--- config.mk ---
export PLATFORM = sky130hd
export DESIGN_NAME = npm_fifo
export DESIGN_NICKNAME = d
export VERILOG_FILES = /design/src/hw/rtl/nearest_point_manhattan_defines.svh /design/src/hw/rtl/npm_fifo.sv
export SDC_FILE = /design/constraint.sdc
export NUM_CORES = 1
export LEC_CHECK = 0
export ABC_AREA = 1
export BUFFER_PORTS_ARGS = -buffer_cell sky130_fd_sc_hd__buf_2
export CAP_MARGIN = 5
export CORE_MARGIN = 5
export CORE_UTILIZATION = 49
export CTS_CLUSTER_SIZE = 25
export DETAILED_ROUTE_END_ITERATION = 8
export PLACE_DENSITY = 0.74
export SLEW_MARGIN = 20
export SYNTH_ARGS = -nofsm -noshare
export SYNTH_HDL_FRONTEND = slang
export SYNTH_SLANG_ARGS = --single-unit
--- constraint.sdc ---
create_clock -name clk -period 1.9 [get_ports clk]
set_input_delay 0.38 -clock clk [delete_from_list [all_inputs] [get_ports clk]]
set_output_delay 0.38 -clock clk [all_outputs]
set_load 0.02 [all_outputs]
--- src/hw/rtl/nearest_point_manhattan_defines.svh ---
// Assertion macros for the nearest point search block.
// Included by files that carry concurrent assertions; no other dependencies.
`ifndef NEAREST_POINT_MANHATTAN_DEFINES_SVH
`define NEAREST_POINT_MANHATTAN_DEFINES_SVH

// Same-cycle implication, disabled while reset is asserted
`define NPM_ASSERT_IMP(label, clk, rst_n, ante, cons) \
	label: assert property (@(posedge clk) disable iff (!rst_n) (ante) |-> (cons)) \
		else $error("same-cycle implication failed");

// Next-cycle implication, disabled while reset is asserted
`define NPM_ASSERT_NXT(label, clk, rst_n, ante, cons) \
	label: assert property (@(posedge clk) disable iff (!rst_n) (ante) |=> (cons)) \
		else $error("next-cycle implication failed");

`endif

--- src/hw/rtl/npm_fifo.sv ---
`timescale 1ns / 1ps
// Small register-based FIFO used between the front end, scan engine and output.
// No dependencies.
module npm_fifo #(
	parameter int WIDTH = 8,
	parameter int DEPTH = 2
) (
	input  logic             clk,
	input  logic             arst_n,
	input  logic             push,
	input  logic [WIDTH-1:0] wdata,
	output logic             full,
	input  logic             pop,
	output logic [WIDTH-1:0] rdata,
	output logic             empty
);

	localparam int PW = (DEPTH > 1) ? $clog2(DEPTH) : 1;
	localparam int CW = $clog2(DEPTH + 1);

	logic [WIDTH-1:0] mem_q [DEPTH];
	logic [PW-1:0]    wr_ptr_q;
	logic [PW-1:0]    rd_ptr_q;
	logic [CW-1:0]    count_q;
	logic             do_push;
	logic             do_pop;

	assign full    = (count_q == CW'(DEPTH));
	assign empty   = (count_q == '0);
	assign do_push = push && !full;
	assign do_pop  = pop && !empty;
	assign rdata   = mem_q[rd_ptr_q];

	// pointers and fill level
	always_ff @(posedge clk or negedge arst_n) begin
		if (!arst_n) begin
			wr_ptr_q <= '0;
			rd_ptr_q <= '0;
			count_q  <= '0;
		end else begin
			if (do_push) begin
				wr_ptr_q <= (wr_ptr_q == PW'(DEPTH - 1)) ? '0 : wr_ptr_q + 1'b1;
			end
			if (do_pop) begin
				rd_ptr_q <= (rd_ptr_q == PW'(DEPTH - 1)) ? '0 : rd_ptr_q + 1'b1;
			end
			if (do_push && !do_pop) begin
				count_q <= count_q + 1'b1;
			end else if (do_pop && !do_push) begin
				count_q <= count_q - 1'b1;
			end
		end
	end

	// entry storage
	always_ff @(posedge clk) begin
		if (do_push) begin
			mem_q[wr_ptr_q] <= wdata;
		end
	end

endmodule

# Word level (Yosys, flattened, before mapping)
# Memories as Yosys holds them, arrays and structs flattened.
# Index checks and enable logic that the tools add are counted.
[op_classes]
add_sub_neg = 4
eq_ne = 1
mux = 6
reduce_logical = 10
[ops]
columns = ["operator", "count"]
rows = [
  ["$logic_and 1x1->1", 4],
  ["$logic_not 1->1", 4],
  ["$mux 1", 4],
  ["$mux 2", 2],
  ["$add 1x1->1 const B", 2],
  ["$add 2x1->2 const B", 1],
  ["$eq 2x2->1 const B", 1],
  ["$logic_not 2->1", 1],
  ["$reduce_bool 2->1", 1],
  ["$sub 2x1->2 const B", 1],
]
[totals]
ff_bits = 4
mem_bits_rw = 16
inputBits = 12
out_inout_bits = 10
mem_count = 1
[memory_table]
columns = ["name", "depth", "width", "read_ports", "rd_clocked_by_memory_dff", "wr", "line", "text"]
rows = [
  ["mem_q", 2, 8, 1, 0, 1, "npm_fifo.sv:21", "logic [WIDTH-1:0] mem_q [DEPTH];"],
]

# Longest topological paths before layout
[depth]
word_depth = 7
mapped_depth = 9

# Worst setup path before layout
# No wires, ideal clock.
[synth_timing]
path_kind = "register to register"
from = "register count_q[0]"
to = "register count_q[1]"
setup_time_ns = 0.117
arrival_time_ns = 1.282
required_time_ns = 1.783
setup_slack_ns = 0.501
path_stages_with_launch = 8
path_buffers = 0
synth_period_minus_slack_ns = 1.399
path_cell_list = "dfrtp_1 > nor2_2 > nor2_2 > ha_1 > inv_1 > nand3_1 > nand2_1 > nand2_1"
[synth_between]
elab_chain_cells = 6
elab_cells_between_ends = 15
cone_classes = "add/sub (2); eq/ne (1); mux (2); reduce/logical (10)"
[synth_rtl]
columns = ["element", "line", "text"]
rows = [
  ["start, declared", "npm_fifo.sv:24", "logic [CW-1:0] count_q;"],
  ["start signal, assigned", "npm_fifo.sv:48", "count_q <= count_q + 1'b1;"],
  ["start signal, assigned", "npm_fifo.sv:50", "count_q <= count_q - 1'b1;"],
  ["$eq 2x2->1 *", "npm_fifo.sv:28", "assign full = (count_q == CW'(DEPTH));"],
  ["net full", "npm_fifo.sv:12", "output logic full,"],
  ["$logic_not 1->1 *", "npm_fifo.sv:30", "assign do_push = push && !full;"],
  ["$logic_and 1x1->1 *", "npm_fifo.sv:30", ""],
  ["$logic_not 1->1", "npm_fifo.sv:49", "end else if (do_pop && !do_push) begin"],
  ["$logic_and 1x1->1", "npm_fifo.sv:49", ""],
  ["$reduce_bool 2->1 (no source line)", "-", ""],
]
# Mark *: on every way through the listed nets, which the timed path passes. The rest lies on a longest branch. The select of a mux whose other input is x is not followed.
# A chain may end at the register's enable or synchronous reset.

# Worst setup path in the final report
[layout_timing]
from = "register rd_ptr_q"
to = "output rdata[0]"
[layout_between]
elab_chain_cells = 1
[layout_rtl]
columns = ["element", "line", "text"]
rows = [
  ["start, declared", "npm_fifo.sv:23", "logic [PW-1:0] rd_ptr_q;"],
  ["start signal, assigned", "npm_fifo.sv:45", "rd_ptr_q <= (rd_ptr_q == PW'(DEPTH - 1)) ? '0 : rd_ptr_q + 1'b1;"],
  ["$mem_v2 2x8", "-", ""],
  ["end, declared", "npm_fifo.sv:14", "output logic [WIDTH-1:0] rdata,"],
]
# No other way between the ends.

==> results.md <==
Status:
- The run finished with clean final reports.

Pwr:
- The overall power of the completed layout is 1.50 mW.
- The total power divided by cell area is 1550 mW/mm2.
- The worst vdd rail ir drop is 0.731 mV.
- Summed over all cells, the static leakage comes to 0.469 nW.

Logic synthesis:
- The count of mapped cells out of synthesis is 73.
- The number of nets handed over by synthesis was 86.
- In this run, synthesis produced a sequential element count of 20.
- Of the synthesized area, sequential elements account for 0.717.
- During synthesis, Yosys emitted a total of 0 warnings.
- The count of cell types in the netlist is 14.
- The average instance in the mapped netlist occupies 11.1 um2.
- After synthesis the cells add up to 810 um2.

Clock network:
- Post-CTS repair changed the size of 0 cells.
- The clock-pin slew on the worst setup and hold paths is 100 ps.
- The clock tree from TritonCTS is done.
- In this run the number of H-tree levels came out at 1.
- The latest clock arrival within the worst-skew pair is 290 ps.
- The number of buffers inserted during clock tree synthesis is 3.
- Counting along the longest clock path gives a buffer depth of 2.
- Counting every sink on the clock net gives 20.
- The clock root buffer is clkbuf_4.

Timing:
- Adding up every negative setup slack in the final design gives 0 ps.
- The worst hold-check slack is 274 ps.
- After layout, the minimum clock period comes to 1680 ps.
- The clock arrives with 3.61 ps of skew.
- Setup repair after global routing left no endpoint under its margin.
- The total count of hold-check failures in the final report was 0.
- Setup violations remaining at the end of the flow were counted as 0.
- For this run, the top clock speed supported by timing is 594 MHz.
- The number of max-slew violations in the final report is 0.
- The relative slew slack is 0.772.
- At the pin with the least slew margin, the transition time is 342 ps.
- The final period utilization is 0.886.

Worst setup path:
- Along the worst path, the maximum fanout reaches 10.
- The element type at the critical path start is a flip-flop.
- Among cell families on the critical path, the largest total delay comes from flip-flops.
- Traced cell by cell, the critical path runs through inv_2, nand2_1, nand2_1, buf_2.
- The standard cell with the maximum stage delay on the critical path is dfrtp_1.
- The critical setup path kind is reg -> out.
- STA classifies the critical path endpoint as a primary output.
- The number of buffers and inverters on the critical path is 2.
- For the worst setup path, the data arrival time is 1300 ps.
- The critical path's most frequent cell is nand2_1.
- On the worst path, the slowest cell contributes a delay of 560 ps.
- The endpoint required time on the critical path is 1520 ps.

Routing:
- The count of TritonRoute iterations in the first routing pass is 4.
- The post-detailed-routing wire length is 1.47 mm.
- The total via count in the routed design is 559.
- The routed wirelength normalized by instance count is 12.8 um.
- Using the TritonRoute via totals, the vias-per-cell ratio works out to 4.86.
- The total DRC errors in the routed layout is 0.
- The number of nets with antenna violations after detailed routing is 0.
- After the first detailed-routing iteration, the DRC count stood at 8.

Final layout:
- The number of nets in the layout is 113.
- Leaving out filler cells and counting taps, the final layout contains 115.
- The number of fill cells in the layout is 128.
- Relative to the synthesized area, the layout overhead comes to 20.2%.
- The number of antenna repair diodes is 0.
- The fraction of layout cells with a size suffix above 1 is 0.283.

Die:
- The standard-cell row count is 14.
- The number of ports placed on the die boundary is 22.
- The vertical extent of the die is 50.6 um.
- The initial utilization of the core area, before any placement, comes to 0.525.
- The floorplan step set the die width to 50.6 um.
- The floorplan step defined a core boundary enclosing 0.00154 mm2.
- The area enclosed by the die boundary is 0.00256 mm2.

Place:
- The count of input and output buffers is 21.
- The congestion estimate from routability-driven global placement came to 0.719.
- Once placement completed, the tool counted placed cells totaling 110.
- Detailed placement finished with a half-perimeter wire length of 1.10 mm.

Job:
- The max-capacitance violation count is 0.

GRT:
- The total global-route track usage is 0.127.
- The number of antenna violations at the first check in global routing is 0.
- Global routing finished with a remaining overflow of 0.
- Entering global routing, the biggest net connects 12 pins.
- The global-route wire length before repair is 2.51 mm.
- The number of global-route vias before repair came to 556.

Hold path:
- The min-delay analysis places its worst path in the category in -> reg.
==> final timing paths <==
kind / startpoint / endpoint / slack (ps) / cells past startpoint
worst max register to register: count_q[0] / count_q[1] / 520 / 6
min in group asynchronous: arst_n / count_q[0] / 420 / 2
worst min-delay path: wdata[1] / mem_q[0][1] / 270 / 1
max in group asynchronous: arst_n / count_q[1] / 1360 / 2
worst max-delay path: rd_ptr_q / rdata[0] / 220 / 4
worst min register to register: wr_ptr_q / wr_ptr_q / 500 / 2
==> synthesized netlist by cell type <==
library cell	number	area, um2
buf_2	1	5.00
dfrtp_1	4	100
edfxtp_1	16	480
ha_1	1	12.5
inv_1	7	26.3
inv_2	1	3.75
nand2_1	33	124
nand3_1	1	5.00
nand3b_1	1	7.51
nand4_1	1	6.26
nor2_1	2	7.51
nor2_2	2	12.5
o21ai_0	2	10.0
xnor2_1	1	8.76
==> power by group <==
| part | total (mW) | internal, mW | switching [mW] |
|---|---|---|---|
| combinational | 0.610 | 0.205 | 0.405 |
| clock | 0.199 | 0.0815 | 0.117 |
| sequential | 0.695 | 0.608 | 0.0870 |
==> timing repair <==
action	CTS	global route
setup buffers	0	0
endpoints found under the setup margin	0	0
hold buffers	1	0
hold endpoints to repair	4	0
==> stage by stage <==
step | utilization | instance area [um2] | setup slack (ps)
finish | 0.631 | 973 | 216
global route | 0.631 | 973 | 84.1
CTS | 0.631 | 973 | 186
detailed placement | 0.608 | 937 | 518
global placement | 0.608 | 937 | 530
floorplan | - | 810 | 501
==> cells by family (layout without fill, tap and decap cells) <==
kind of cell,Yosys count,in the layout,synth area share
compound gates,2,2,0.0124
xor+xnor,1,1,0.0108
fa+ha+maj,1,1,0.0155
buf+inv,9,35,0.0433
flops,20,20,0.717
simple gates,40,40,0.201
==> registers in the layout, summed over array words and instances (netlist names) <==
| signal | cells |
|---|---|
| wr_ptr_q | 1 |
| mem_q | 16 |
| rd_ptr_q | 1 |
| count_q | 2 |
==> metal layers <==
layer	vias up	global-route usage	routed length [um]
met3	2	0.0385	98
met4	0	0.0255	9
li1	288	-	-
met2	15	0.209	747
met1	254	0.164	611
met5	-	0	0
==> area by class of cell <==
class / count / area [um2] / share of cell area
flip-flops and latches: 20 / 581 / 0.596
multi-input cells: 44 / 194 / 0.199
repair buffers: 23 / 123 / 0.126
inverters: 8 / 30.0 / 0.0308
clock buffers: 4 / 26.3 / 0.0270
well taps: 16 / 20.0 / 0.0206
==> worst register-to-register path, delay by kind of cell, from the launching register on <==
family                   cells  cell delay, ps
AO/OA/AOI/OAI                1             260
adder cells (fa/ha/maj)      1             300
buffers and inverters        1              80
flip-flops                   1             470
AND/OR/NAND/NOR              3             170
==> layout by cell type (no fill, tap or decap), drive strengths merged <==
master       instances
xnor2                1
nand3b               1
o21ai                2
ha                   1
dfrtp                4
buf                 22
dlygate4sd3          1
nand2               33
edfxtp              16
nor2                 4
nand3                1
clkbuf               4
nand4                1
inv                  8
No activity file was read; power rests on OpenSTA's default activity.
