File: config.mk
export PLATFORM = sky130hd
export DESIGN_NAME = npm_front
export DESIGN_NICKNAME = d
export VERILOG_FILES = /design/src/hw/rtl/nearest_point_manhattan_defines.svh /design/src/hw/rtl/npm_pkg.sv /design/src/hw/rtl/npm_fifo.sv /design/src/hw/rtl/npm_front.sv
export SDC_FILE = /design/constraint.sdc
export NUM_CORES = 1
export LEC_CHECK = 0
export BUFFER_PORTS_ARGS = -buffer_cell sky130_fd_sc_hd__buf_4
export CORE_MARGIN = 2
export CORE_UTILIZATION = 30
export CTS_CLUSTER_SIZE = 28
export DETAILED_ROUTE_END_ITERATION = 16
export PLACE_DENSITY_LB_ADDON = 0.3
export REMOVE_ABC_BUFFERS = 1
export SKIP_LAST_GASP = 1
export SYNTH_ARGS = -nofsm -noshare
export SYNTH_HDL_FRONTEND = slang
export SYNTH_HIERARCHICAL = 1
export SYNTH_SLANG_ARGS = --single-unit
File: constraint.sdc
create_clock -name clk -period 2.8 [get_ports clk]
set_input_delay 0.28 -clock clk [delete_from_list [all_inputs] [get_ports clk]]
set_output_delay 0.28 -clock clk [all_outputs]
set_load 0.05 [all_outputs]
File: src/hw/rtl/nearest_point_manhattan_defines.svh
// Assertion macros for the nearest point search block.
// Included by files that carry concurrent assertions; no other dependencies.
`ifndef NEAREST_POINT_MANHATTAN_DEFINES_SVH
`define NEAREST_POINT_MANHATTAN_DEFINES_SVH

// Same-cycle implication, disabled while reset is asserted
`define NPM_ASSERT_IMP(label, clk, rst_n, ante, cons) \
	label: assert property (@(posedge clk) disable iff (!rst_n) (ante) |-> (cons)) \
		else $error("same-cycle implication failed");

// Next-cycle implication, disabled while reset is asserted
`define NPM_ASSERT_NXT(label, clk, rst_n, ante, cons) \
	label: assert property (@(posedge clk) disable iff (!rst_n) (ante) |=> (cons)) \
		else $error("next-cycle implication failed");

`endif

File: src/hw/rtl/npm_pkg.sv
`timescale 1ns / 1ps
// Shared types and constants for the nearest point search block.
// No dependencies.
package npm_pkg;

	localparam int SLOT_W   = 8;
	localparam int COUNT_W  = 9;
	localparam int NUMBER_W = 9;

	// input item kind codes
	localparam logic KIND_WRITE = 1'b0;
	localparam logic KIND_QUERY = 1'b1;

	// classified command from the front end
	typedef enum logic [1:0] {
		OP_DROP,
		OP_WRITE,
		OP_QUERY
	} npm_op_t;

	typedef struct packed {
		npm_op_t             op;
		logic [SLOT_W-1:0]   slot;
	} npm_cmd_t;

	// scan engine states
	typedef enum logic [1:0] {
		ST_IDLE,
		ST_SCAN,
		ST_DRAIN,
		ST_DONE
	} npm_state_t;

endpackage

File: src/hw/rtl/npm_fifo.sv
`timescale 1ns / 1ps
// Small register-based FIFO used between the front end, scan engine and output.
// No dependencies.
module npm_fifo #(
	parameter int WIDTH = 8,
	parameter int DEPTH = 2
) (
	input  logic             clk,
	input  logic             arst_n,
	input  logic             push,
	input  logic [WIDTH-1:0] wdata,
	output logic             full,
	input  logic             pop,
	output logic [WIDTH-1:0] rdata,
	output logic             empty
);

	localparam int PW = (DEPTH > 1) ? $clog2(DEPTH) : 1;
	localparam int CW = $clog2(DEPTH + 1);

	logic [WIDTH-1:0] mem_q [DEPTH];
	logic [PW-1:0]    wr_ptr_q;
	logic [PW-1:0]    rd_ptr_q;
	logic [CW-1:0]    count_q;
	logic             do_push;
	logic             do_pop;

	assign full    = (count_q == CW'(DEPTH));
	assign empty   = (count_q == '0);
	assign do_push = push && !full;
	assign do_pop  = pop && !empty;
	assign rdata   = mem_q[rd_ptr_q];

	// pointers and fill level
	always_ff @(posedge clk or negedge arst_n) begin
		if (!arst_n) begin
			wr_ptr_q <= '0;
			rd_ptr_q <= '0;
			count_q  <= '0;
		end else begin
			if (do_push) begin
				wr_ptr_q <= (wr_ptr_q == PW'(DEPTH - 1)) ? '0 : wr_ptr_q + 1'b1;
			end
			if (do_pop) begin
				rd_ptr_q <= (rd_ptr_q == PW'(DEPTH - 1)) ? '0 : rd_ptr_q + 1'b1;
			end
			if (do_push && !do_pop) begin
				count_q <= count_q + 1'b1;
			end else if (do_pop && !do_push) begin
				count_q <= count_q - 1'b1;
			end
		end
	end

	// entry storage
	always_ff @(posedge clk) begin
		if (do_push) begin
			mem_q[wr_ptr_q] <= wdata;
		end
	end

endmodule

File: src/hw/rtl/npm_front.sv
`timescale 1ns / 1ps
// Front end: accepts input transactions, classifies them and queues commands.
// Depends on npm_pkg and npm_fifo.
module npm_front
	import npm_pkg::*;
#(
	parameter int MAX_POINTS = 256,
	parameter int COORD_BITS = 16
) (
	input  logic                         clk,
	input  logic                         arst_n,
	input  logic                         push,
	output logic                         full,
	input  logic                         kind,
	input  logic [SLOT_W-1:0]            slot,
	input  logic signed [COORD_BITS-1:0] coord_x,
	input  logic signed [COORD_BITS-1:0] coord_y,
	input  logic                         cmd_pop,
	output logic                         cmd_empty,
	output npm_cmd_t                     cmd_ctl,
	output logic [COORD_BITS-1:0]        cmd_x,
	output logic [COORD_BITS-1:0]        cmd_y
);

	localparam int CMD_W = $bits(npm_cmd_t) + 2 * COORD_BITS;

	npm_cmd_t         ctl_in;
	logic [CMD_W-1:0] cmd_wdata;
	logic [CMD_W-1:0] cmd_rdata;

	// classify: writes beyond the table are dropped here
	always_comb begin
		ctl_in.slot = slot;
		unique case (kind)
			KIND_QUERY: ctl_in.op = OP_QUERY;
			KIND_WRITE: ctl_in.op = (32'(slot) < 32'(MAX_POINTS)) ? OP_WRITE : OP_DROP;
			default:    ctl_in.op = OP_DROP;
		endcase
	end

	assign cmd_wdata = {ctl_in, coord_x, coord_y};

	npm_fifo #(
		.WIDTH (CMD_W),
		.DEPTH (2)
	) u_cmd_fifo (
		.clk    (clk),
		.arst_n (arst_n),
		.push   (push),
		.wdata  (cmd_wdata),
		.full   (full),
		.pop    (cmd_pop),
		.rdata  (cmd_rdata),
		.empty  (cmd_empty)
	);

	assign {cmd_ctl, cmd_x, cmd_y} = cmd_rdata;

endmodule

# ---- Word-level counts from Yosys, hierarchy flattened
# Memory sizes are Yosys's and may differ from the RTL's.
# Index checks and enable logic that the tools add are counted.
dict set report word_totals {
  mem_bits_rw 84
  elab_cells 27
  out_inout_bits 44
  memories 1
  latch_bits 0
  regBits 4
  inputBits 45
  mem_bits_ro 0
}
dict set report classes {
  shift 0
  add_sub_neg 4
  bitwise_logic 1
  n_mul 0
  n_mux 7
  reduce_logical 10
  n_eq_ne 1
  magnitude_cmp 0
  n_div 0
}
# memory depth width read_ports rd_clocked_by_memory_dff write_ports line_no
set memory_table {}
lappend memory_table {u_cmd_fifo.mem_q 2 42 1 0 1 npm_fifo.sv:21} ;# logic [WIDTH-1:0] mem_q [DEPTH];
# operator n
set op_table {}
lappend op_table {{$logic_and 1x1->1} 4}
lappend op_table {{$logic_not 1->1} 4}
lappend op_table {{$mux 1} 4}
lappend op_table {{$mux 2} 2}
lappend op_table {{$pmux 2 s2} 1}
lappend op_table {{$add 1x1->1 const B} 2}
lappend op_table {{$add 2x1->2 const B} 1}
lappend op_table {{$eq 2x2->1 const B} 1}
lappend op_table {{$logic_not 2->1} 1}
lappend op_table {{$reduce_bool 2->1} 1}
lappend op_table {{$sub 2x1->2 const B} 1}
lappend op_table {{$not 1->1} 1}

# ---- Depth between registers and ports, before layout
# Gate-level depths: netlist (run 1).
dict set report depth {
  ltp_word 7
  ltp_mapped 7
  mapped_depth_nobuf 7
}

# ---- Modules after synthesis
# Netlist (run 1), hierarchy kept.
# mod cells_per_inst instances seq_area_each_um2 area_each_um2
set by_module_without_submodules {}
lappend by_module_without_submodules {npm_fifo 150 1 2622.5 3429.5}
lappend by_module_without_submodules {npm_front 1 1 0.0 3.8}

# ---- Least setup slack after synthesis (run 1)
# OpenSTA, ideal clock, no wires.
dict set report synth_path {
  path_type {register to register}
  start {register u_cmd_fifo.count_q[0]}
  end {memory u_cmd_fifo/mem_q[0][0] (netlist name) (enable)}
  path_buffers 0
  path_stages_with_launch 4
  path_slack_ps -58
  setup_ps 441
  period_less_slack_ps 2858
  arrival_ps 2417
  cell_sequence {dfrtp_1 > nand2b_1 > nand2_1 > nor2_1}
}
dict set report synth_between {
  elab_chain_cells 5
}
# item line_no
set synth_lines {}
lappend synth_lines {{start, declared} npm_fifo.sv:24} ;# logic [CW-1:0] count_q;
lappend synth_lines {{start signal, assigned} npm_fifo.sv:48} ;# count_q <= count_q + 1'b1;
lappend synth_lines {{start signal, assigned} npm_fifo.sv:50} ;# count_q <= count_q - 1'b1;
lappend synth_lines {{$eq 2x2->1} npm_fifo.sv:28} ;# assign full = (count_q == CW'(DEPTH));
lappend synth_lines {{$logic_not 1->1} npm_fifo.sv:30} ;# assign do_push = push && !full;
lappend synth_lines {{$logic_and 1x1->1} npm_fifo.sv:30}
lappend synth_lines {{$mux 1} npm_fifo.sv:57} ;# if (do_push) begin
lappend synth_lines {{$mux 1 (not written as such)} npm_fifo.sv:58} ;# mem_q[wr_ptr_q] <= wdata;
lappend synth_lines {{end, declared} npm_fifo.sv:21}
# Every way passes these cells.

# ---- Final worst setup path (run 1)
dict set report layout_path {
  start {register u_cmd_fifo.rd_ptr_q}
  end {output cmd_x[9]}
}
dict set report layout_between {
  elab_chain_cells 1
}
# item line_no
set layout_lines {}
lappend layout_lines {{start, declared} npm_fifo.sv:23} ;# logic [PW-1:0] rd_ptr_q;
lappend layout_lines {{start signal, assigned} npm_fifo.sv:45} ;# rd_ptr_q <= (rd_ptr_q == PW'(DEPTH - 1)) ? '0 : rd_ptr_q + 1'b1;
lappend layout_lines {{$mem_v2 2x42} --}
lappend layout_lines {{end, declared} npm_front.sv:21} ;# output logic [COORD_BITS-1:0] cmd_x,
# Every way passes these cells.

==> metrics.txt, run 1 <==
gr usage total=0.103; largest net degree at the start of global routing=43; CP Capture Type=primary output; residual DRC count=0; worst vdd ir=0.000683 V; Leakage=1.82 nW; RSZ-0062 raised after global routing=no; CP arrival=1960 ps; reg2reg start=u_cmd_fifo/count_q[0]$_DFFE_PN0P_; flop and latch count out of synthesis=88; setup ws final=560 ps; Clock transition at path regs=60 ps; Max Cap Viol=0; num rows=39; library cells used by synthesis=15; Hold Path End=u_cmd_fifo/mem_q[0][22]$_DFFE_PP_; Max Root-Sink Buffers=2; Detail Placement HPWL=4.13 mm; Area after DPL=0.00426 sq mm; Routed WL per cell=15.5 microns; die area=0.0123 sq mm; Data required, critical path=2520 ps; dpl ws=881 ps; htree depth=3; Port-buffer cells=88; part of the Yosys area used for sequential elements=0.764; # diodes=0; Worst Tran Pin Value=771 ps; Post CTS Setup Buffer Count=0; Synth Warn #=6; Final TNS setup=0 ps; Mapped Area=0.00343 sq mm; Pre-Repair DR Iteration Count=4; design area=0.00457 sq mm; ANT nets after route=0; vias in the first global route=1707; first-pass GRT wire length=9.43 mm; routability cong.=0.692; clock root buffer=clkbuf_16; initial antenna violation count=0; WS Path Type=register to primary output; Worst Hold Class=input pin to register; final WL=6.17 mm; DR iter-0 viols=62; Max-slew headroom=0.486; final hold slack=133 ps; final hold violation count=0; Multi-input gate area=717 sq um; Max FO, Critical Path=22; PostCTS Resize Cnt=0; minimum clock period=2240 ps; hold depth=1; fill cell count=1031; startpoint types=register; Clock Sinks=88; grt ovf=0; CTS tree=built; Num CTS Buffers=9; Syn Area/Cell=22.7 sq um; Hold Path Origin=coord_x[6]; Core Region=0.0113 sq mm; Layout area overhead=33.0%; DIE HEIGHT=111 microns; Final #Nets=296; via count=1666; fmax=446 MHz; Initial Util=0.305; Slew Viols, Final=0; worst skew pair latency=330 ps; Die X=111 microns; IO Pins=89; outcome=completed; Final Cycle Share=0.800; final setup fails=0; FF-to-FF path depth=3; Power Density=1240 mW/mm^2; cts hold-fix bufs=1; Syn Inst Count=151; DR vias/cell=4.19; R2R setup slack=1050 ps; register area=0.00262 sq mm; share of cells above drive strength 1=0.596; worst r2r dst=u_cmd_fifo/mem_q[1][34]$_DFFE_PP_; Final Skew=6.96 ps
-- how the worst max path moves through the flow --
stage,from,end,depth (start not counted)
3_3_place_gp,u_cmd_fifo/rd_ptr_q$_DFFE_PN0P_,cmd_x[6],3
6_report,u_cmd_fifo/rd_ptr_q$_DFFE_PN0P_,cmd_x[9],3
2_1_floorplan,u_cmd_fifo/count_q[0]$_DFFE_PN0P_,u_cmd_fifo/mem_q[0][0]$_DFFE_PP_,3
3_5_place_dp,u_cmd_fifo/rd_ptr_q$_DFFE_PN0P_,cmd_x[13],3
4_1_cts,u_cmd_fifo/rd_ptr_q$_DFFE_PN0P_,cmd_x[13],3
5_1_grt,u_cmd_fifo/rd_ptr_q$_DFFE_PN0P_,cmd_x[9],3
-- synth_stat cells --
cell,n,share of area
nand2b_1,1,0.0018
o21ai_1,1,0.0015
xor2_1,2,0.0051
ha_1,1,0.0036
buf_6,1,0.0033
mux2_4,39,0.17
edfxtp_1,84,0.73
dfrtp_1,4,0.029
mux2_2,3,0.0098
buf_12,4,0.023
nor2_1,3,0.0033
xnor2_1,3,0.0077
nand2_1,1,0.0011
inv_1,3,0.0033
and3_1,1,0.0018
-- layer usage --
layer	part of all wire	track usage	up-vias
met3	0.055	0.0372	7
met1	0.46	0.131	824
met4	0.016	0.0425	0
li1	-	-	784
met5	0	0	-
met2	0.47	0.160	51
-- where the power goes --
part	switching [mW]	internal, mW
logic	1.54	0.973
clock network	0.476	0.696
registers	0.185	1.81
total	2.21	3.47
-- critical path, cell delays in order (launching register included) --
cell and delay (ps):
dfrtp_2 870, buf_12 250, mux2_4 310, buf_4 190
-- cells in the final DEF, fill, tap and decap left out, types with 3 or more instances in the layout --
cell type,instances
edfxtp_1,84
inv_1,3
buf_4,89
xnor2_1,3
mux2_4,39
clkbuf_16,9
dfrtp_1,3
buf_12,3
mux2_2,3
-- layout make-up --
class / instances / share of cell area
clock inverters: 6 / 0.0148
multi-input cells: 55 / 0.157
inverters: 3 / 0.00247
clock buffers: 10 / 0.0502
well taps: 143 / 0.0392
repair buffers: 93 / 0.162
flip-flops and latches: 88 / 0.575
-- through the flow --
stage	total power, mW	utilization	cells
after floorplan	3.85	-	146
after global placement	4.55	0.378	381
after detailed placement	4.57	0.378	381
after CTS	5.76	0.405	398
after global routing	5.93	0.405	398
final	5.68	0.405	398
-- state kept, by name, indices dropped and copies added (netlist names) --
name	cells
u_cmd_fifo/mem_q	84
u_cmd_fifo/count_q	2
u_cmd_fifo/rd_ptr_q	1
u_cmd_fifo/wr_ptr_q	1
-- cell families (layout without fill, tap and decap cells) --
family / after synthesis / after routing / share of synthesized area
AND/OR/NAND/NOR: 6 / 6 / 0.00802
buffers and inverters: 8 / 112 / 0.0299
XOR/XNOR: 5 / 5 / 0.0128
adder cells (fa/ha/maj): 1 / 1 / 0.00364
multiplexers: 42 / 42 / 0.180
flip-flops: 88 / 88 / 0.764
AO/OA/AOI/OAI: 1 / 1 / 0.00146
Note: power is estimated with default switching activity, not from simulation.
==> run 2, diff against run 1 <==
--- a/config.mk
+++ b/config.mk
@@ -5,6 +5,7 @@
 export SDC_FILE = /design/constraint.sdc
 export NUM_CORES = 1
 export LEC_CHECK = 0
+export ABC_AREA = 1
 export BUFFER_PORTS_ARGS = -buffer_cell sky130_fd_sc_hd__buf_4
 export CORE_MARGIN = 2
 export CORE_UTILIZATION = 30
==> constraint.sdc (replaced) <==
create_clock -name clk -period 2.13 [get_ports clk]
set_input_delay 0.213 -clock clk [delete_from_list [all_inputs] [get_ports clk]]
set_output_delay 0.213 -clock clk [all_outputs]
set_load 0.05 [all_outputs]
==> metrics.txt, run 2 <==
Leakage=1.85 nW (+1.7%); top-count cell post-synth=nand2_1; Max Cap Viol=0 (unchanged); grt ovf=0 (unchanged); outcome=completed; Worst Hold Class=input pin to register; share of cells above drive strength 1=0.329 (-0.267); Final Cycle Share=0.911; Largest regs=u_cmd_fifo/mem_q: 84 flops, u_cmd_fifo/count_q: 2 flops; ranking of synthesized cells by area=edfxtp_1, nand2_1, dfrtp_1, buf_4, inv_1; largest register by flop count=u_cmd_fifo/mem_q; register area=0.00262 sq mm (unchanged); WL met3=427 microns (+26%); met2 WL=3.29 mm (+13%); Max-slew headroom=0.693 (+0.207); Syn Inst Count=252 (+67%); # diodes=0 (unchanged); DIE HEIGHT=109 microns (-1.9%); via count=2025 (+22%); Detail Placement HPWL=4.29 mm (+4.1%); minimum clock period=1940 ps; Syn Area/Cell=13.1 sq um (-42%); htree depth=3 (unchanged); Slew Viols, Final=0 (unchanged); top cells by count, synth=nand2_1, edfxtp_1, inv_1, buf_4; worst vdd ir=0.000783 V (+15%); PostCTS Resize Cnt=0 (unchanged); Clock Sinks=88 (unchanged); IO Pins=89 (unchanged); Worst Tran Pin Value=461 ps (-310 ps); Pre-Repair DR Iteration Count=4 (unchanged); DR iter-0 viols=28 (-55%); fmax=515 MHz; Final Instance Count excl. Fillers=493 (+24%); Cell Chain, Critical Path=inv_4 > nand2_1 > nand2_1 > buf_4; die area=0.0118 sq mm (-3.8%); ys flop type=edfxtp_1; startpoint types=register; most frequent cells in the layout=nand2_1, buf_4, edfxtp_1; Num CTS Buffers=9 (unchanged); Final Skew=12.3 ps (+5.29 ps); CP dominant cell by count=nand2_1; first-pass GRT wire length=9.78 mm (+3.8%); Max Root-Sink Buffers=2 (unchanged); fill cell count=1030 (-0.097%); CTS tree=built; routability cong.=0.687 (-0.65%); Final Total Pwr=7.06 mW (+24%); worst skew pair latency=340 ps (about the same); Mapped Area=0.00330 sq mm (-3.9%); Routed WL per cell=13.0 microns (-16%); num rows=38 (-2.6%); Max FO, Critical Path=43 (+95%); flop and latch count out of synthesis=88 (unchanged); Multi-input gate area=589 sq um (-18%); WS Path Type=register to primary output; Clock transition at path regs=90 ps (+30 ps); Power Density=1630 mW/mm^2 (+31%); max reg flops=84 (unchanged); Data required, critical path=1920 ps (-600 ps); clock root buffer=clkbuf_8; Final #Nets=394 (+33%); Synth top area share=0.765 (+0.0301); design area=0.00433 sq mm (-5.1%); largest net degree at the start of global routing=44 (+2.3%); crit path from=u_cmd_fifo/rd_ptr_q$_DFFE_PN0P_; library cells used by synthesis=17 (+2); dpl cells=476 (+25%); Synth Warn #=6 (unchanged); Area after DPL=0.00412 sq mm (-3.2%); Core Region=0.0108 sq mm (-4.3%); Layout area overhead=31.4%; Critical-path top delay cell=dfrtp_2; reg2reg start=u_cmd_fifo/count_q[0]$_DFFE_PN0P_; DR vias/cell=4.11 (-1.9%); final setup fails=0 (unchanged); final hold violation count=0 (unchanged); Port-buffer cells=88 (unchanged); final WL=6.42 mm (+4.1%); RSZ-0062 raised after global routing=no; Post-synth EDFFs=84 (unchanged); residual DRC count=0 (unchanged); initial antenna violation count=0 (unchanged); CP arrival=1730 ps (-230 ps); Hold Path Origin=slot[5]; Core Util, Final=0.402 (-0.00346); ys async rst share=0.0455 (unchanged); uppermost layer routed=met4; gr usage total=0.110 (+0.00742); Initial Util=0.306 (+0.00100); ANT nets after route=0 (unchanged); Die X=109 microns (-1.9%); vias in the first global route=2052 (+20%); CP max stage delay=560 ps (-310 ps); DRT met1 WL=2.64 mm (-6.0%); CP Capture Type=primary output; most common cell after layout, fill and taps aside=nand2_1; Synth area leader=edfxtp_1; part of the Yosys area used for sequential elements=0.795 (+0.0313)
-- run 2: layer usage --
layer | vias up | global-route usage
met5 | - | 0
met4 | 0 | 0.0302
met3 | 6 | 0.0430
met2 | 51 | 0.196
met1 | 941 | 0.123
li1 | 1027 | -
-- run 2: what timing repair did --
item | CTS | global route
endpoints found under the hold margin | 4 | 0
buffers inserted | 0 | 0
hold buffers | 1 | 0
-- run 2: cell families (layout without fill, tap and decap cells) --
group	after synthesis	in the layout	share of synthesized area
xor+xnor	1	1	0.00266
simple gates	142	142	0.167
fa+ha+maj	1	1	0.00379
compound gates	2	2	0.00304
flops	88	88	0.795
buf+inv	18	119	0.0285
-- run 2: worst paths after layout --
| kind | to | slack, ps | depth (start not counted) |
|---|---|---|---|
| max | cmd_x[5] | 190 | 4 |
| min | u_cmd_fifo/mem_q[0][37]$_DFFE_PP_ | 50 | 1 |
| max reg2reg | u_cmd_fifo/mem_q[0][33]$_DFFE_PP_ | 670 | 5 |
| min reg2reg | u_cmd_fifo/wr_ptr_q$_DFFE_PN0P_ | 490 | 2 |
| max in group asynchronous | u_cmd_fifo/rd_ptr_q$_DFFE_PN0P_ | 1810 | 2 |
| min in group asynchronous | u_cmd_fifo/count_q[1]$_DFFE_PN0P_ | 200 | 2 |
-- run 2: critical path, delay by kind of cell (launching register included) --
kind | cells | cell delay, ps
flip-flops | 1 | 560
buffers and inverters | 2 | 620
AND/OR/NAND/NOR | 2 | 200
-- run 2: metrics by stage --
step	setup slack (ps)	hold slack (ps)	TNS, ps
final	189	46.5	0
after global routing	12.5	8.76	0
after CTS	116	20.5	0
after detailed placement	505	21.2	0
after global placement	533	20.0	0
after floorplan	-631	-82.6	-26520
-- run 2: layout make-up --
type,instances,area share
inverters,9,0.00837
clock buffers,9,0.0286
flip-flops and latches,88,0.605
multi-input cells,146,0.136
clock inverters,7,0.0179
well taps,140,0.0404
repair buffers,94,0.163
-- run 2: report_power, final --
group          internal (mW)  switching [mW]
clock network          0.555           0.599
logic                  0.887            2.49
registers               2.36           0.165
