$ cat src/hw/rtl/nearest_point_manhattan_defines.svh
// Assertion macros for the nearest point search block.
// Included by files that carry concurrent assertions; no other dependencies.
`ifndef NEAREST_POINT_MANHATTAN_DEFINES_SVH
`define NEAREST_POINT_MANHATTAN_DEFINES_SVH

// Same-cycle implication, disabled while reset is asserted
`define NPM_ASSERT_IMP(label, clk, rst_n, ante, cons) \
	label: assert property (@(posedge clk) disable iff (!rst_n) (ante) |-> (cons)) \
		else $error("same-cycle implication failed");

// Next-cycle implication, disabled while reset is asserted
`define NPM_ASSERT_NXT(label, clk, rst_n, ante, cons) \
	label: assert property (@(posedge clk) disable iff (!rst_n) (ante) |=> (cons)) \
		else $error("next-cycle implication failed");

`endif

$ cat src/hw/rtl/npm_pkg.sv
`timescale 1ns / 1ps
// Shared types and constants for the nearest point search block.
// No dependencies.
package npm_pkg;

	localparam int SLOT_W   = 8;
	localparam int COUNT_W  = 9;
	localparam int NUMBER_W = 9;

	// input item kind codes
	localparam logic KIND_WRITE = 1'b0;
	localparam logic KIND_QUERY = 1'b1;

	// classified command from the front end
	typedef enum logic [1:0] {
		OP_DROP,
		OP_WRITE,
		OP_QUERY
	} npm_op_t;

	typedef struct packed {
		npm_op_t             op;
		logic [SLOT_W-1:0]   slot;
	} npm_cmd_t;

	// scan engine states
	typedef enum logic [1:0] {
		ST_IDLE,
		ST_SCAN,
		ST_DRAIN,
		ST_DONE
	} npm_state_t;

endpackage

$ cat src/hw/rtl/npm_scan.sv
`timescale 1ns / 1ps
// Back end: executes table writes and runs the L1 nearest point scan.
// Depends on npm_pkg; drives the point RAM and the result queue.
module npm_scan
	import npm_pkg::*;
#(
	parameter int MAX_POINTS = 256,
	parameter int COORD_BITS = 16
) (
	input  logic                                        clk,
	input  logic                                        arst_n,
	input  logic [COUNT_W-1:0]                          point_count,
	input  logic                                        cmd_empty,
	input  npm_cmd_t                                    cmd_ctl,
	input  logic [COORD_BITS-1:0]                       cmd_x,
	input  logic [COORD_BITS-1:0]                       cmd_y,
	output logic                                        cmd_pop,
	output logic                                        ram_we,
	output logic [(MAX_POINTS > 1 ? $clog2(MAX_POINTS) : 1)-1:0] ram_addr,
	output logic [2*COORD_BITS-1:0]                     ram_wdata,
	input  logic [2*COORD_BITS-1:0]                     ram_rdata,
	input  logic                                        res_full,
	output logic                                        res_push,
	output logic [NUMBER_W-1:0]                         res_number,
	output logic [COORD_BITS-1:0]                       res_x,
	output logic [COORD_BITS-1:0]                       res_y
);

	localparam int AW    = (MAX_POINTS > 1) ? $clog2(MAX_POINTS) : 1;
	localparam int CNT_W = AW + 1;
	localparam int DW    = COORD_BITS + 2;

	npm_state_t state_q, state_d;

	logic [CNT_W-1:0]             cnt_q;
	logic [CNT_W-1:0]             n_pts;
	logic [31:0]                  pc_ext;
	logic                         last_issue;
	logic                         issue;
	logic                         start_query;
	logic signed [COORD_BITS-1:0] qx_q, qy_q;

	// read pipeline
	logic                         valid_s1, last_s1;
	logic [AW-1:0]                idx_s1;
	logic                         valid_s2, last_s2;
	logic [AW-1:0]                idx_s2;
	logic [DW-1:0]                dist_s2;
	logic [COORD_BITS-1:0]        px_s2, py_s2;

	// running best
	logic                         have_q;
	logic [DW-1:0]                best_d_q;
	logic [AW-1:0]                best_idx_q;
	logic [COORD_BITS-1:0]        best_x_q, best_y_q;

	// distance datapath
	logic signed [COORD_BITS-1:0] px, py;
	logic signed [COORD_BITS:0]   dx, dy;
	logic [COORD_BITS:0]          adx, ady;
	logic [DW-1:0]                l1_span;

	// effective count, saturated to the table size
	assign pc_ext     = 32'(point_count);
	assign n_pts      = (pc_ext > 32'(MAX_POINTS)) ? CNT_W'(MAX_POINTS) : CNT_W'(pc_ext);
	assign last_issue = (cnt_q == n_pts - 1'b1);

	assign ram_wdata = {cmd_x, cmd_y};

	// state register
	always_ff @(posedge clk or negedge arst_n) begin
		if (!arst_n) begin
			state_q <= ST_IDLE;
		end else begin
			state_q <= state_d;
		end
	end

	// next state and control
	always_comb begin
		state_d     = state_q;
		cmd_pop     = 1'b0;
		ram_we      = 1'b0;
		ram_addr    = cnt_q[AW-1:0];
		res_push    = 1'b0;
		issue       = 1'b0;
		start_query = 1'b0;
		unique case (state_q)
			ST_IDLE: begin
				if (!cmd_empty) begin
					cmd_pop = 1'b1;
					unique case (cmd_ctl.op)
						OP_WRITE: begin
							ram_we   = 1'b1;
							ram_addr = AW'(cmd_ctl.slot);
						end
						OP_QUERY: begin
							start_query = 1'b1;
							state_d     = (n_pts == '0) ? ST_DONE : ST_SCAN;
						end
						default: ;
					endcase
				end
			end
			ST_SCAN: begin
				issue = 1'b1;
				if (last_issue) begin
					state_d = ST_DRAIN;
				end
			end
			ST_DRAIN: begin
				if (valid_s2 && last_s2) begin
					state_d = ST_DONE;
				end
			end
			ST_DONE: begin
				if (!res_full) begin
					res_push = 1'b1;
					state_d  = ST_IDLE;
				end
			end
			default: state_d = ST_IDLE;
		endcase
	end

	// |qx-px| + |qy-py| on the registered RAM read
	assign px      = ram_rdata[2*COORD_BITS-1:COORD_BITS];
	assign py      = ram_rdata[COORD_BITS-1:0];
	assign dx      = {qx_q[COORD_BITS-1], qx_q} - {px[COORD_BITS-1], px};
	assign dy      = {qy_q[COORD_BITS-1], qy_q} - {py[COORD_BITS-1], py};
	assign adx     = dx[COORD_BITS] ? (COORD_BITS+1)'(-dx) : (COORD_BITS+1)'(dx);
	assign ady     = dy[COORD_BITS] ? (COORD_BITS+1)'(-dy) : (COORD_BITS+1)'(dy);
	assign l1_span = DW'(adx) + DW'(ady);

	// pipeline valid bits and scan control
	always_ff @(posedge clk or negedge arst_n) begin
		if (!arst_n) begin
			valid_s1 <= 1'b0;
			valid_s2 <= 1'b0;
			have_q   <= 1'b0;
			cnt_q    <= '0;
		end else begin
			valid_s1 <= issue;
			valid_s2 <= valid_s1;
			if (start_query) begin
				cnt_q  <= '0;
				have_q <= 1'b0;
			end else begin
				if (issue) begin
					cnt_q <= cnt_q + 1'b1;
				end
				if (valid_s2) begin
					have_q <= 1'b1;
				end
			end
		end
	end

	// payload: query latch, pipeline data, best candidate
	always_ff @(posedge clk) begin
		last_s1 <= last_issue;
		idx_s1  <= cnt_q[AW-1:0];
		last_s2 <= last_s1;
		idx_s2  <= idx_s1;
		dist_s2 <= l1_span;
		px_s2   <= px;
		py_s2   <= py;
		if (start_query) begin
			qx_q       <= cmd_x;
			qy_q       <= cmd_y;
			best_idx_q <= '0;
			best_x_q   <= '0;
			best_y_q   <= '0;
		end else if (valid_s2 && (!have_q || dist_s2 < best_d_q)) begin
			// strict compare keeps the lowest slot on ties
			best_d_q   <= dist_s2;
			best_idx_q <= idx_s2;
			best_x_q   <= px_s2;
			best_y_q   <= py_s2;
		end
	end

	assign res_number = NUMBER_W'(best_idx_q) + NUMBER_W'(1);
	assign res_x      = best_x_q;
	assign res_y      = best_y_q;

endmodule

$ cat config.mk
export PLATFORM = sky130hd
export DESIGN_NAME = npm_scan
export DESIGN_NICKNAME = d
export VERILOG_FILES = /design/src/hw/rtl/nearest_point_manhattan_defines.svh /design/src/hw/rtl/npm_pkg.sv /design/src/hw/rtl/npm_scan.sv
export SDC_FILE = /design/constraint.sdc
export NUM_CORES = 1
export LEC_CHECK = 0
export BUFFER_PORTS_ARGS = -buffer_cell sky130_fd_sc_hd__buf_2
export CAP_MARGIN = 20
export CELL_PAD_IN_SITES_DETAIL_PLACEMENT = 0
export CELL_PAD_IN_SITES_GLOBAL_PLACEMENT = 1
export CORE_MARGIN = 5
export CORE_UTILIZATION = 44
export CTS_CLUSTER_SIZE = 10
export DETAILED_ROUTE_END_ITERATION = 8
export GPL_ROUTABILITY_DRIVEN = 1
export PLACE_DENSITY = 0.81
export SLEW_MARGIN = 20
export SYNTH_ARGS = -nofsm -noshare
export SYNTH_HDL_FRONTEND = slang
export SYNTH_SLANG_ARGS = --single-unit
$ cat constraint.sdc
create_clock -name clk -period 6.7 [get_ports clk]
set_input_delay 0.67 -clock clk [delete_from_list [all_inputs] [get_ports clk]]
set_output_delay 0.67 -clock clk [all_outputs]
set_load 0.005 [all_outputs]
; ---- After elaboration in Yosys (flattened, before gate mapping)
; Cells that the tools add are included.
[classes]
n_addsub = 8
multipliers = 0
div_mod_pow = 0
n_lt_le_gt_ge = 2
n_eq_ne = 11
n_shift = 0
muxes = 28
bitwise = 1
n_reduce_logical = 10
[op_table]
columns = op, count
row1 = $mux W17, 2
row2 = $neg A17 Y17, 2
row3 = $sub A16 B16 Y17, 2
row4 = $mux W9, 3
row5 = $mux W8, 3
row6 = $add A17 B17 Y18, 1
row7 = $lt A18 B18 Y1, 1
row8 = $mux W1, 13
row9 = $mux W2, 6
row10 = $add A8 B1 Y9 const B, 1
row11 = $add A9 B1 Y9 const B, 1
row12 = $eq A9 B9 Y1, 1
row13 = $gt A9 B9 Y1 const B, 1
row14 = $logic_not A9 Y1, 1
row15 = $sub A9 B1 Y9 const B, 1
row16 = $ne A2 B2 Y1 const B, 4
row17 = $pmux W2 S4, 1
row18 = $eq A2 B2 Y1 const B, 3
row19 = $reduce_and A5 Y1, 1
row20 = $eq A2 B1 Y1 const B, 2
row21 = $reduce_bool A2 Y1, 2
row22 = $logic_and A1 B1 Y1, 2
row23 = $logic_not A2 Y1, 1
row24 = $ne A2 B1 Y1 const B, 1
row25 = other kinds (4), 4
[word_totals]
register_bits = 172
latchBits = 0
mem_bits_rw = 0
mem_bits_ro = 0
out_inout_bits = 84
elab_cells = 78
n_memories = 0

; ---- Depth between registers and ports, before layout
; Gate-level depths: netlist of the first run.
[logic_depth]
word_depth = 7
mapped_depth = 22
ltp_nobuf = 21

; ---- Worst setup path after synthesis of the first run
; OpenSTA, ideal clock, no wires.
[synth_path]
path_kind = in2reg
start = input ram_rdata[0]
end = register dist_s2[17]
setup_ns = 0.137
t_arrival_ns = 5.041
setup_slack_ns = 1.521
path_stages = 20
path_buffers = 1
cell_sequence = ha_1 inv_1 fa_1 a211oi_1 o21ai_0 a31oi_1 a31oi_1 and2_2 o31ai_1 buf_2 o21ai_0 ha_1 a21o_1 a21oi_1 o21ai_0 a2111o_1 a311oi_1 nor2_1 o41ai_1 o21ai_0
[synth_via]
elab_chain_len = 4
[synth_rtl]
columns = item, line
row1 = start: declaration, npm_scan.sv:21  ; input logic [2*COORD_BITS-1:0] ram_rdata,
row2 = $sub A16 B16 Y17 *, npm_scan.sv:130  ; assign dy = {qy_q[COORD_BITS-1], qy_q} - {py[COORD_BITS-1], py};
row3 = $neg A17 Y17, npm_scan.sv:132  ; assign ady = dy[COORD_BITS] ? (COORD_BITS+1)'(-dy) : (COORD_BITS+1)'(dy);
row4 = $mux W17 *, npm_scan.sv:132
row5 = $add A17 B17 Y18 *, npm_scan.sv:133  ; assign l1_span = DW'(adx) + DW'(ady);
row6 = via l1_span[17], npm_scan.sv:61  ; logic [DW-1:0] l1_span;
row7 = end signal: assignment, npm_scan.sv:165  ; dist_s2 <= l1_span;
row8 = end: declaration, npm_scan.sv:48  ; logic [DW-1:0] dist_s2;
; Mark *: on every way through the listed nets, which the timed path passes. The rest lies on a longest branch.
; A chain may end at the register's enable or synchronous reset.

; ---- Final worst setup path of the first run
[layout_path]
start = register qy_q[0]
end = register dist_s2[17]
[layout_via]
elab_chain_len = 4
[layout_rtl]
columns = item, line
row1 = start: declaration, npm_scan.sv:41  ; logic signed [COORD_BITS-1:0] qx_q, qy_q;
row2 = start signal: assignment, npm_scan.sv:170  ; qy_q <= cmd_y;
row3 = $sub A16 B16 Y17 *, npm_scan.sv:130
row4 = $neg A17 Y17, npm_scan.sv:132
row5 = $mux W17 *, npm_scan.sv:132
row6 = $add A17 B17 Y18 *, npm_scan.sv:133
row7 = via l1_span[17], npm_scan.sv:61
; Marks and branches as above.

==> summary.txt, run 1 <==
Clocking
  – CTS tree: done
  – Clock transition at path regs: 0.09 ns
  – Clk sinks: 172
  – # Post-CTS Setup Buffers: 0
  – CTS Buffer Depth: 2
  – Skew-Pair Late Insertion Delay: 0.45 ns
  – Total CTS buffers: 17
  – Post-cts resize count: 0
  – Root Driver: clkbuf_16
  – Htree depth: 4
  – Hold bufs inserted after CTS: 0

Yosys
  – Top FF cell, synth: dfxtp_1
  – FFs w/ async S/R, synth: 8.14%
  – Synthesized cell area: 10300 um2
  – Synthesized flop and latch total: 172
  – Post-Syn Instances: 1111
  – Synth area leaders: dfxtp_1, edfxtp_1, ha_1
  – Post-synthesis net count: 1276
  – Post-synth EDFFs: 50
  – Syn avg cell area: 9.28 um2
  – Synth cell count leaders: dfxtp_1, ha_1, inv_1, o21ai_0, nor2_1
  – Cell variety after synth: 83
  – Register area share after synthesis: 38.9%
  – Top cell type's share of synthesized area: 21.0%
  – Cell taking the most area after synthesis: dfxtp_1
  – Most common cell in the synthesized netlist: dfxtp_1
  – Yosys warning count: 0

Power and ir drop
  – Design Power: 5230 uW
  – Leakage: 0.00519 uW
  – Peak VDD IR: 0.243 mV
  – Power Density: 443 nW/um2

Run status
  – Status: finished, final reports clean

Drt
  – Final WL: 26700 um
  – Via/cell ratio: 5.57
  – DRC: 0
  – Detailed-route via count: 8649
  – Iteration-0 DRC Markers: 514
  – First-pass DRT Iterations: 7
  – WL per Instance: 17.2 um
  – Remaining antenna violation count: 0

Critical path
  – Slowest CP cell: a311oi_1
  – Crit Path Class: flip-flop to flip-flop
  – Worst endpoint required time: 6.99 ns
  – Max stage delay on crit path: 0.54 ns
  – CP Data Arrival Time: 6.03 ns
  – Critical path cell sequence: inv_1, ha_1, inv_1, fa_1, a211oi_1, o21ai_0, a31oi_1, a31oi_1, and2_2, o31ai_1, nand2_1, o21ai_0, ha_1, a21o_1, a21oi_1, o21ai_0, a2111o_1, a311oi_1, nor2_1, o41ai_1, o21ai_0
  – Setup crit end kind: flip-flop
  – Most frequent CP cell: o21ai_0
  – Crit Path Max Fanout: 3
  – Worst setup SP type: flip-flop

Floorplan
  – Site Rows: 56
  – Die height: 163 um
  – Initial core utilization: 44.3%
  – Ports: 171
  – Die W: 163 um
  – Die area: 26600 um2
  – Core area: 23300 um2

STA
  – Final hold violations: 0
  – Period utilization: 85.6%
  – Final worst path period need: 5.74 ns
  – Max Fclk: 174 MHz
  – Final max-slew violation count: 0
  – Worst-Margin Slew: 1.06 ns
  – Setup TNS: 0 ns
  – RSZ-0062 raised after global routing: false
  – Setup Viol. Count Final: 0
  – Fin Clk Skew: 0.0157 ns
  – Rel. slew slack: 29.0%

GRT
  – Largest net degree at the start of global routing: 122
  – Vias in the first global route: 8256
  – GR Util All Layers: 19.8%
  – Initial antenna violation count: 0
  – First-pass GRT wire length: 42100 um
  – Total grt overflow: 0

Layout
  – Nets: 1387
  – Area growth syn-to-layout: 14.6%
  – ANT cells: 0
  – Final non-filler cell total: 1554
  – Share of cells above drive strength 1: 20.5%

Placement
  – Routability cong.: 0.926
  – Port bufs: 170
  – Dpl cells: 1522
  – Detail Placement HPWL: 19000 um

Hold path
  – Worst Hold Class: input pin to asynchronous set/reset pin

Run
  – Max_cap viols: 0
-- cell type report --
class,instances,area (um2)
Clock buffer,17,425
Sequential cell,172,4020
Fill cell,2237,11400
Clock inverter,15,195
Multi-Input combinational cell,777,5570
Tap cell,319,399
Inverter,74,278
Timing Repair Buffer,180,926
-- cell usage in the layout, fill, tap and decap left out, types with 14 or more instances in the layout --
master and count:
clkbuf_16 17, dfxtp_1 108, xnor2_1 58, nor2_1 63, a21o_1 14, edfxtp_1 50
and3_1 46, o21ai_0 69, nor3_1 15, a31oi_1 47, buf_2 170, ha_1 75
nand3_1 55, inv_1 73, nand4_1 45, a21oi_1 38, nor3b_1 39, nand2_1 20
xor2_1 24
-- through the flow --
step | worst slack (ns) | hold slack, ns | utilization (%) | cell area, um2
global route | 0.475 | 0.128 | 50.8 | 11800
floorplan | 1.52 | 0.310 | - | 10300
CTS | 0.987 | 0.129 | 50.8 | 11800
detailed placement | 0.702 | 0.312 | 48.1 | 11200
finish | 0.965 | 0.123 | 50.8 | 11800
global placement | 0.894 | 0.311 | 48.1 | 11200
-- report_power, final --
group	total [uW]	switching (uW)	internal, uW
clock	1030	517	514
combinational	2500	1520	979
sequential	1710	240	1470
total	5230	2270	2960
-- layer usage --
metal	global-route usage [%]	vias to the layer above	part of all wire [%]
li1	-	4249	-
met1	26.0	4085	45
met2	32.6	275	47
met3	3.61	40	5.4
met4	7.09	0	3.0
met5	0	-	0
-- worst paths after layout --
| path | cells after the start | slack [ns] | end | from |
|---|---|---|---|---|
| max | 21 | 0.96 | dist_s2[17] | qy_q[0] |
| min | 1 | 0.12 | state_q[1] | arst_n |
| max reg2reg | 21 | 0.96 | dist_s2[17] | qy_q[0] |
| min reg2reg | 0 | 0.33 | idx_s2[7] | idx_s1[7] |
| max in group asynchronous | 1 | 6.27 | valid_s2 | arst_n |
| min in group clk | 0 | 0.33 | idx_s2[7] | idx_s1[7] |
-- registers in the layout, indices dropped and copies added (netlist names) --
signal	cells
valid_s2	1
state_q	2
idx_s2	8
res_x	16
dist_s2	18
px_s2	16
cnt_q	9
qx_q	16
qy_q	16
last_s1	1
last_s2	1
py_s2	16
valid_s1	1
have_q	1
best_idx_q	8
res_y	16
best_d_q	18
idx_s1	8
-- cell families (layout without fill, tap and decap cells) --
group	count (synthesis)	count (layout)	synth area share, %
AOI/OAI and AO/OA	249	249	15.6
and+or+nand+nor	351	351	19.7
muxes	15	15	1.58
DFF	172	172	38.9
xor gates and xnor gates	84	84	7.39
adders and majority gates	78	78	9.69
buffers and inverters	162	286	7.08
-- critical path: cells and delay by family, from the launching register on --
kind	cells	cell delay, ns
AOI/OAI and AO/OA	13	3.67
buffers and inverters	2	0.14
adders and majority gates	3	0.92
DFF	1	0.36
and+or+nand+nor	3	0.49
(Power assumes the default switching activity.)
==> inputs of run 2 (changes only) <==
--- a/config.mk
+++ b/config.mk
@@ -9,7 +9,7 @@
 export CAP_MARGIN = 20
 export CELL_PAD_IN_SITES_DETAIL_PLACEMENT = 0
 export CELL_PAD_IN_SITES_GLOBAL_PLACEMENT = 1
-export CORE_MARGIN = 5
+export CORE_ASPECT_RATIO = 0.7
 export CORE_UTILIZATION = 44
 export CTS_CLUSTER_SIZE = 10
 export DETAILED_ROUTE_END_ITERATION = 8
==> summary.txt, run 2 (synthesis gave the netlist of run 1 again) <==
Run status
  – Status: finished, final reports clean

GRT
  – Met2 usage: 31.4%
  – M1 GR Usage: 34.3%
  – GR Util All Layers: 22.6%
  – Busiest grt layer: met1
  – Total grt overflow: 0
  – Vias in the first global route: 7575
  – First-pass GRT wire length: 41800 um
  – Met3 usage: 6.00%
  – Largest net degree at the start of global routing: 123
  – Initial antenna violation count: 2

Layout
  – Share of cells above drive strength 1: 20.5%
  – ANT cells: 0
  – Commonest non-fill, non-tap cell in the layout: buf_2
  – Post-route cell area: 11800 um2
  – Top Registers: best_d_q x18, dist_s2 x18
  – Nets: 1388
  – Area growth syn-to-layout: 14.4%
  – Most frequent cells in the layout: buf_2, dfxtp_1, ha_1, inv_1, o21ai_0

Critical path
  – CP Buf/Inv Count: 2
  – Crit. Startpoint: qy_q[0]
  – Critical path cell sequence: inv_1, ha_1, inv_1, fa_1, a211oi_1, o21ai_0, a31oi_1, a31oi_1, and2_2, o31ai_1, nand2_1, o21ai_0, ha_1, a21o_1, a21oi_1, o21ai_0, a2111o_1, a311oi_1, nor2_1, o41ai_1, o21ai_0
  – Crit Path Max Fanout: 3
  – Max stage delay on crit path: 0.54 ns
  – CP Data Arrival Time: 6.06 ns
  – Most frequent CP cell: o21ai_0
  – Crit Path Class: flip-flop to flip-flop
  – Worst endpoint required time: 7.01 ns
  – Slowest CP cell: a311oi_1
  – Reg2Reg Capture Point: dist_s2[17]
  – CP endpoint: dist_s2[17]
  – Crit path max-delay family: compound AO/OA/AOI/OAI gates
  – Reg-to-Reg Start: qy_q[0]
  – Setup crit end kind: flip-flop
  – Setup slack, reg-to-reg: 0.95 ns
  – Worst setup SP type: flip-flop
  – Critical Path Stages: 21
  – Worst Reg-to-Reg Cells: 21

Power and ir drop
  – Power Density: 446 nW/um2
  – Leakage: 0.00520 uW
  – Design Power: 5260 uW
  – Peak VDD IR: 0.319 mV

STA
  – Worst-Margin Slew: 1.09 ns
  – Rel. slew slack: 27.3%
  – Final worst path period need: 5.75 ns
  – Max Fclk: 174 MHz
  – Period utilization: 85.8%
  – Setup Viol. Count Final: 0
  – Final hold violations: 0
  – Fin Clk Skew: 0.00955 ns
  – RSZ-0062 raised after global routing: false
  – Setup TNS: 0 ns
  – Fin Hold WS: 0.136 ns
  – Final max-slew violation count: 0

Clocking
  – CTS tree: done
  – Htree depth: 4
  – Clk sinks: 172
  – Skew-Pair Late Insertion Delay: 0.44 ns
  – CTS Buffer Depth: 2
  – Hold bufs inserted after CTS: 0
  – Root Driver: clkbuf_16
  – Total CTS buffers: 17
  – # Post-CTS Setup Buffers: 0
  – Post-cts resize count: 0
  – Clock transition at path regs: 0.07 ns

Floorplan
  – Ports: 171
  – Die height: 130 um
  – Initial core utilization: 45.2%
  – Die W: 185 um
  – Die area: 24000 um2
  – Site Rows: 46
  – Core area: 22800 um2

Drt
  – Via/cell ratio: 5.63
  – Final WL: 27300 um
  – First-pass DRT Iterations: 4
  – Iteration-0 DRC Markers: 700
  – WL per Instance: 17.7 um
  – DRC: 0
  – Remaining antenna violation count: 0
  – Detailed-route via count: 8718

Placement
  – Placed Area: 11200 um2
  – Detail Placement HPWL: 19600 um
  – Routability cong.: 0.898
  – Port bufs: 170

Run
  – Max_cap viols: 0

Hold path
  – Worst Hold Class: input pin to asynchronous set/reset pin
run 2: layer usage:
metal	share of wire, %	vias up
met2	41	300
met3	7.7	22
met1	50	4125
li1	-	4269
met4	1.1	2
met5	0.048	-
run 2: how the worst min path moves through the flow:
stage | cells past startpoint | endpoint | slack [ns]
final | 1 | state_q[0] | 0.14
after global routing | 1 | have_q | 0.15
after CTS | 1 | valid_s2 | 0.13
after detailed placement | 0 | idx_s2[5] | 0.31
after global placement | 0 | idx_s2[6] | 0.31
after floorplan | 0 | idx_s2[0] | 0.31
run 2: layout make-up:
class,instances,area [um2]
Clock inverter,14,148
Inverter,74,278
Multi-Input combinational cell,777,5570
Timing Repair Buffer,181,933
Tap cell,312,390
Fill cell,2147,11000
Clock buffer,18,450
Sequential cell,172,4020
run 2: report_power, final:
part,internal (uW),switching (uW),leakage [uW],total [uW]
combinational,989,1530,0.00336,2520
sequential,1470,259,0.00154,1730
clock,549,467,0.000299,1020
total,3000,2250,0.00520,5260
run 2: metrics by stage:
step,std cells,utilization (%),setup slack [ns]
after floorplan,1111,-,1.52
after global placement,1516,49.1,0.921
after detailed placement,1516,49.1,0.769
after CTS,1548,51.7,1.05
after global routing,1548,51.7,0.519
final,1548,51.7,0.948
run 2: worst reg2reg max path, delay by kind of cell (launching register included):
| family | cells | cell delay (ns) |
|---|---|---|
| fa+ha+maj | 3 | 0.86 |
| buf+inv | 2 | 0.14 |
| compound gates | 13 | 3.75 |
| flops | 1 | 0.36 |
| simple gates | 3 | 0.49 |
